[src/rtl/core/bba_pkg.sv]
// ----------------------------------------------------------------------------
// bba_pkg
// Shared constants and controller/datapath interface types for the bitmap
// block allocator.
// ----------------------------------------------------------------------------
package bba_pkg;

	localparam int REG_W     = 13;
	localparam int BLK_W     = 12;
	localparam int ST_W      = 2;
	localparam int CFG_IDX_W = 1;

	localparam logic [ST_W-1:0] ST_OK    = 2'd0;
	localparam logic [ST_W-1:0] ST_FULL  = 2'd1;
	localparam logic [ST_W-1:0] ST_RANGE = 2'd2;

	localparam logic REQ_ALLOC = 1'b0;
	localparam logic REQ_FREE  = 1'b1;

	localparam logic [CFG_IDX_W-1:0] CFG_TOTAL_BLOCKS = 1'b0;
	localparam logic [CFG_IDX_W-1:0] CFG_FIRST_USABLE = 1'b1;

	localparam logic [REG_W-1:0] TOTAL_BLOCKS_RST = 13'd4096;
	localparam logic [REG_W-1:0] FIRST_USABLE_RST = 13'd0;

	typedef struct packed {
		logic clr_step;   // zero one bitmap word, advance clear pointer
		logic scan_init;  // load scan pointer with first usable word
		logic scan_rd;    // issue next scan read
		logic scan_eval;  // evaluate returned word, commit on hit
		logic free_rd;    // read word holding the block to free
		logic free_wr;    // write word back with the bit cleared
		logic res_full;   // emit no-free-block result
		logic res_range;  // emit out-of-range result
	} bba_cmd_t;

	typedef struct packed {
		logic clr_last;
		logic alloc_empty;
		logic free_range;
		logic hit;
		logic scan_end;
	} bba_stat_t;

endpackage

[src/rtl/core/bba_ctrl.sv]
// ----------------------------------------------------------------------------
// bba_ctrl
// Controller: runs the post-reset clear sweep, dispatches allocate and free
// requests and steps the datapath through the bitmap scan.
// ----------------------------------------------------------------------------
module bba_ctrl (
	input  logic               clk,
	input  logic               arst_n,
	input  logic               start,
	input  logic               req_type,
	input  bba_pkg::bba_stat_t stat,
	output bba_pkg::bba_cmd_t  cmd,
	output logic               busy
);
	import bba_pkg::*;

	localparam logic [1:0] S_CLEAR = 2'd0;
	localparam logic [1:0] S_IDLE  = 2'd1;
	localparam logic [1:0] S_SCAN  = 2'd2;
	localparam logic [1:0] S_FREE  = 2'd3;

	logic [1:0] state_q;
	logic [1:0] state_nxt;

	always_comb begin
		cmd       = '0;
		state_nxt = state_q;
		unique case (state_q)
			S_CLEAR: begin
				cmd.clr_step = 1'b1;
				if (stat.clr_last) begin
					state_nxt = S_IDLE;
				end
			end
			S_IDLE: begin
				if (start) begin
					if (req_type == REQ_ALLOC) begin
						if (stat.alloc_empty) begin
							cmd.res_full = 1'b1;
						end else begin
							cmd.scan_init = 1'b1;
							state_nxt     = S_SCAN;
						end
					end else begin
						if (stat.free_range) begin
							cmd.res_range = 1'b1;
						end else begin
							cmd.free_rd = 1'b1;
							state_nxt   = S_FREE;
						end
					end
				end
			end
			S_SCAN: begin
				cmd.scan_rd   = 1'b1;
				cmd.scan_eval = 1'b1;
				if (stat.hit) begin
					state_nxt = S_IDLE;
				end else if (stat.scan_end) begin
					cmd.res_full = 1'b1;
					state_nxt    = S_IDLE;
				end
			end
			S_FREE: begin
				cmd.free_wr = 1'b1;
				state_nxt   = S_IDLE;
			end
		endcase
	end

	always_ff @(posedge clk or negedge arst_n) begin
		if (!arst_n) begin
			state_q <= S_CLEAR;
		end else begin
			state_q <= state_nxt;
		end
	end

	assign busy = (state_q != S_IDLE);

endmodule

[config.mk]
export PLATFORM = sky130hd
export DESIGN_NAME = bba_ctrl
export DESIGN_NICKNAME = d
export VERILOG_FILES = /design/src/rtl/core/bba_pkg.sv /design/src/rtl/core/bba_ctrl.sv
export SDC_FILE = /design/constraint.sdc
export NUM_CORES = 1
export LEC_CHECK = 0
export ABC_CLOCK_PERIOD_IN_PS = 1800
export BUFFER_PORTS_ARGS = -buffer_cell sky130_fd_sc_hd__buf_4
export CAP_MARGIN = 10
export CELL_PAD_IN_SITES_DETAIL_PLACEMENT = 2
export CELL_PAD_IN_SITES_GLOBAL_PLACEMENT = 2
export CORE_UTILIZATION = 18
export DETAILED_ROUTE_END_ITERATION = 16
export PLACE_DENSITY = 0.68
export SETUP_SLACK_MARGIN = 0.02
export SLEW_MARGIN = 20
export SYNTH_ARGS = -nofsm -noshare
export SYNTH_HDL_FRONTEND = slang
export SYNTH_SLANG_ARGS = --single-unit
[constraint.sdc]
create_clock -name clk -period 1.8 [get_ports clk]
set_input_delay 0.09 -clock clk [delete_from_list [all_inputs] [get_ports clk]]
set_output_delay 0.09 -clock clk [all_outputs]
set_load 0.1 [all_outputs]
==> results_tabular.tex <==
\begin{tabular}{lr}
\hline
Metric & Value \\
\hline
\multicolumn{2}{l}{\textbf{Worst setup path}} \\
Worst reg-to-reg path cell count & 7 \\
Register-to-register setup slack & 0.25 ns \\
Reg-to-Reg Start & state\_q[0] \\
Data required time of the critical path & 1.71 ns \\
Endpoint arrival time on the critical path & 1.60 ns \\
Crit path capture type & output port \\
Worst-path fanout max & 3 \\
Crit Reg-Reg Endpoint & state\_q[1] \\
Startpoint type of the worst setup path & register \\
Critical Setup Path Class & register to output port \\
\multicolumn{2}{l}{\textbf{Timing}} \\
Unrepaired setup endpoints after global routing & true \\
Final critical path time including I/O delays and setup & 1.69 ns \\
Final period util & 93.7\% \\
Final worst clock skew & 0.00206 ns \\
F\_max & 0.593 GHz \\
Final Max Tran Viols & 0 \\
Post-route setup slack & 0.113 ns \\
Final worst hold slack & 0.183 ns \\
Max-Slew Margin vs Limit & 81.1\% \\
Final Hold Fails & 0 \\
Transition time of the tightest slew-check pin & 0.281 ns \\
Finish-stage setup viols & 0 \\
\multicolumn{2}{l}{\textbf{Yosys}} \\
Cells after Synth & 30 \\
Area of the mapped netlist & 251 um\^{}2 \\
Share of Yosys cell area claimed by the top area cell type & 24.9\% \\
Fraction of the yosys area taken by sequential cells & 19.9\% \\
Largest family of logic cells by synthesized area & adder cells \\
\#FFs+latches synth & 2 \\
Post-Synth Simple-Gate Area & 24.4\% \\
Multiplexer share of the synthesized area & 0\% \\
Warnings from Yosys & 0 \\
Compound-gate portion of the synthesized area & 20.4\% \\
Unique masters post-synth & 18 \\
Mapped Avg Cell Area & 8.38 um\^{}2 \\
Nets in the synthesized netlist & 44 \\
Cell types occupying the most area after synthesis & sky130\_fd\_sc\_hd\_\_ha\_1 25\%, sky130\_fd\_sc\_hd\_\_dfrtp\_1 20\%, sky130\_fd\_sc\_hd\_\_inv\_1 7.5\%, sky130\_fd\_sc\_hd\_\_nor3b\_1 6.0\%, sky130\_fd\_sc\_hd\_\_nand2\_1 4.5\% \\
Area share of xor/xnor cells in the synthesized design & 0\% \\
Synth Area in Adders & 24.9\% \\
Cell type with the highest aggregate area in the netlist & sky130\_fd\_sc\_hd\_\_ha\_1 \\
\multicolumn{2}{l}{\textbf{Floorplan}} \\
Die height & 39.4 um \\
Chip Width & 39.4 um \\
Die footprint & 1550 um\^{}2 \\
Placeable core area & 1300 um\^{}2 \\
Initial core utilization & 19.3\% \\
Ports placed on the boundary & 18 \\
Site row count & 13 \\
\multicolumn{2}{l}{\textbf{Layout}} \\
Layout cells sized above 1 & 65.4\% \\
Largest registers ranked by flip-flop count & state\_q (2) \\
Total area of sequential cells & 50.0 um\^{}2 \\
Relative area change from synthesis to final layout & 106\% \\
Most frequent standard cell in the layout excluding fill and tap cells & sky130\_fd\_sc\_hd\_\_buf\_4 \\
Multi-input combinational cell area & 239 um\^{}2 \\
Most frequent cells in the layout & 18 x sky130\_fd\_sc\_hd\_\_buf\_4, 3 x sky130\_fd\_sc\_hd\_\_nand2\_1, 3 x sky130\_fd\_sc\_hd\_\_inv\_1, 3 x sky130\_fd\_sc\_hd\_\_clkbuf\_4 \\
Antenna cell count & 0 \\
Number of filler cells placed in the layout & 149 \\
Max reg flops & 2 \\
Nets & 68 \\
Final instance count without filler cells & 67 \\
Most flops, register & state\_q \\
Final core area utilization & 39.8\% \\
\multicolumn{2}{l}{\textbf{Routing}} \\
Drt via density & 4.60 \\
Number of nets still failing antenna checks after routing & 0 \\
Routed wire length & 870 um \\
Detailed-routing iteration count for the pre-antenna-repair pass & 4 \\
Wire length per cell & 13.0 um \\
Detailed router's first-iteration violation count & 2 \\
Via total after detailed routing & 308 \\
\# DRC & 0 \\
\multicolumn{2}{l}{\textbf{CTS}} \\
Clk slew on worst S/H paths & 0.03 ns \\
Clock tree from TritonCTS & built \\
Number of buffers created by CTS & 3 \\
Buffers from clock root to sink, at most & 2 \\
Buffer cell driving the clock tree root & sky130\_fd\_sc\_hd\_\_clkbuf\_4 \\
Num Clock Sinks & 2 \\
Clk Latency, worst-skew pair & 0.22 ns \\
Depth of the CTS H-tree & 1 \\
\multicolumn{2}{l}{\textbf{GRT}} \\
Largest net degree at the start of global routing & 7 \\
Grt total ovfl & 0 \\
First-pass GRT wire length & 1.35 mm \\
Antenna violations before repair & 0 \\
Total track usage & 13.3\% \\
Number of global-route vias before repair & 326 \\
\multicolumn{2}{l}{\textbf{Power and ir drop}} \\
Static Leakage & 0.230 nW \\
Maximum vdd ir drop & 0.724 mV \\
PD cells & 1720 nW/um\^{}2 \\
Total power draw & 0.000888 W \\
\multicolumn{2}{l}{\textbf{Run status}} \\
Run status & complete, no violations \\
\multicolumn{2}{l}{\textbf{Placed design}} \\
DP Worst Slack & 0.216 ns \\
Post-Place Cells & 63 \\
Half-perimeter wire length after placement & 723 um \\
IO buf count & 17 \\
Routability Congestion & 0.676 \\
\multicolumn{2}{l}{\textbf{Run}} \\
Number of max-cap violations & 0 \\
\multicolumn{2}{l}{\textbf{Hold path}} \\
Worst Hold Class & primary input to async pin \\
\hline
\end{tabular}
==> per-layer routing <==
metal | routed length (um) | track usage [%]
met1 | 366 | 16.6
met2 | 467 | 21.7
met3 | 36 | 0
met4 | 0 | 10.3
met5 | 0 | 0
==> power by group <==
group           total, W  switching [W]  internal [W]  leakage, nW
sequential     0.0000792      0.0000168     0.0000624       0.0211
clock           0.000100      0.0000264     0.0000736       0.0138
combinational   0.000709       0.000501      0.000208        0.195
total           0.000888       0.000544      0.000344        0.230
==> through the flow <==
step	area (um^2)	setup TNS, ns
2_1_floorplan	309	-0.000249
3_3_place_gp	463	0
3_5_place_dp	463	0
4_1_cts	503	0
5_1_grt	518	0
6_report	518	0
==> worst max-delay path: stages, from the launching register on <==
cell and delay, ns:
sky130_fd_sc_hd__dfrtp_1 0.38, sky130_fd_sc_hd__inv_2 0.09, sky130_fd_sc_hd__ha_4 0.15, sky130_fd_sc_hd__nand2_1 0.08, sky130_fd_sc_hd__or2_2 0.32, sky130_fd_sc_hd__a21boi_4 0.16, sky130_fd_sc_hd__buf_12 0.19
==> layout make-up <==
cell class              count  area share [%]
clock buffers               3            4.35
inverters                   5            4.35
multi-input cells          22            46.1
flip-flops and latches      2            9.66
well taps                  15            3.62
repair buffers             20            31.9
==> cells in the mapped netlist, drive strengths merged <==
library cell	n
o32a	1
inv	5
nor3b	2
nor4	1
ha	5
a21boi	1
a21oi	2
nor2	1
o32ai	1
nand2	3
buf	1
a311o	1
or2	1
dfrtp	2
nor3	1
nand2b	1
nand3b	1
==> timing repair <==
| action | 4_1_cts | 5_1_grt |
|---|---|---|
| gates resized for setup | 2 | 2 |
| endpoints found under the hold margin | 2 | 0 |
| setup buffers | 0 | 0 |
| hold buffers | 1 | 0 |
| setup endpoints to repair | 1 | 1 |
==> logic make-up (layout without fill, tap and decap cells) <==
kind of cell,count (synthesis),after routing
DFF,2,2
adders and majority gates,5,5
AOI/OAI and AO/OA,6,6
and+or+nand+nor,11,11
buffers and inverters,6,28
==> how the worst max path moves through the flow <==
| stage | depth (start not counted) | from | slack [ns] | endpoint |
|---|---|---|---|---|
| 2_1_floorplan | 6 | state_q[1] | -0.0002 | state_q[1] |
| 3_3_place_gp | 6 | state_q[1] | 0.26 | cmd[1] |
| 3_5_place_dp | 6 | state_q[1] | 0.22 | cmd[1] |
| 4_1_cts | 6 | state_q[1] | 0.03 | cmd[1] |
| 5_1_grt | 4 | state_q[0] | 0.02 | cmd[3] |
| 6_report | 6 | state_q[1] | 0.11 | cmd[1] |
No activity file was read; power rests on OpenSTA's default activity.
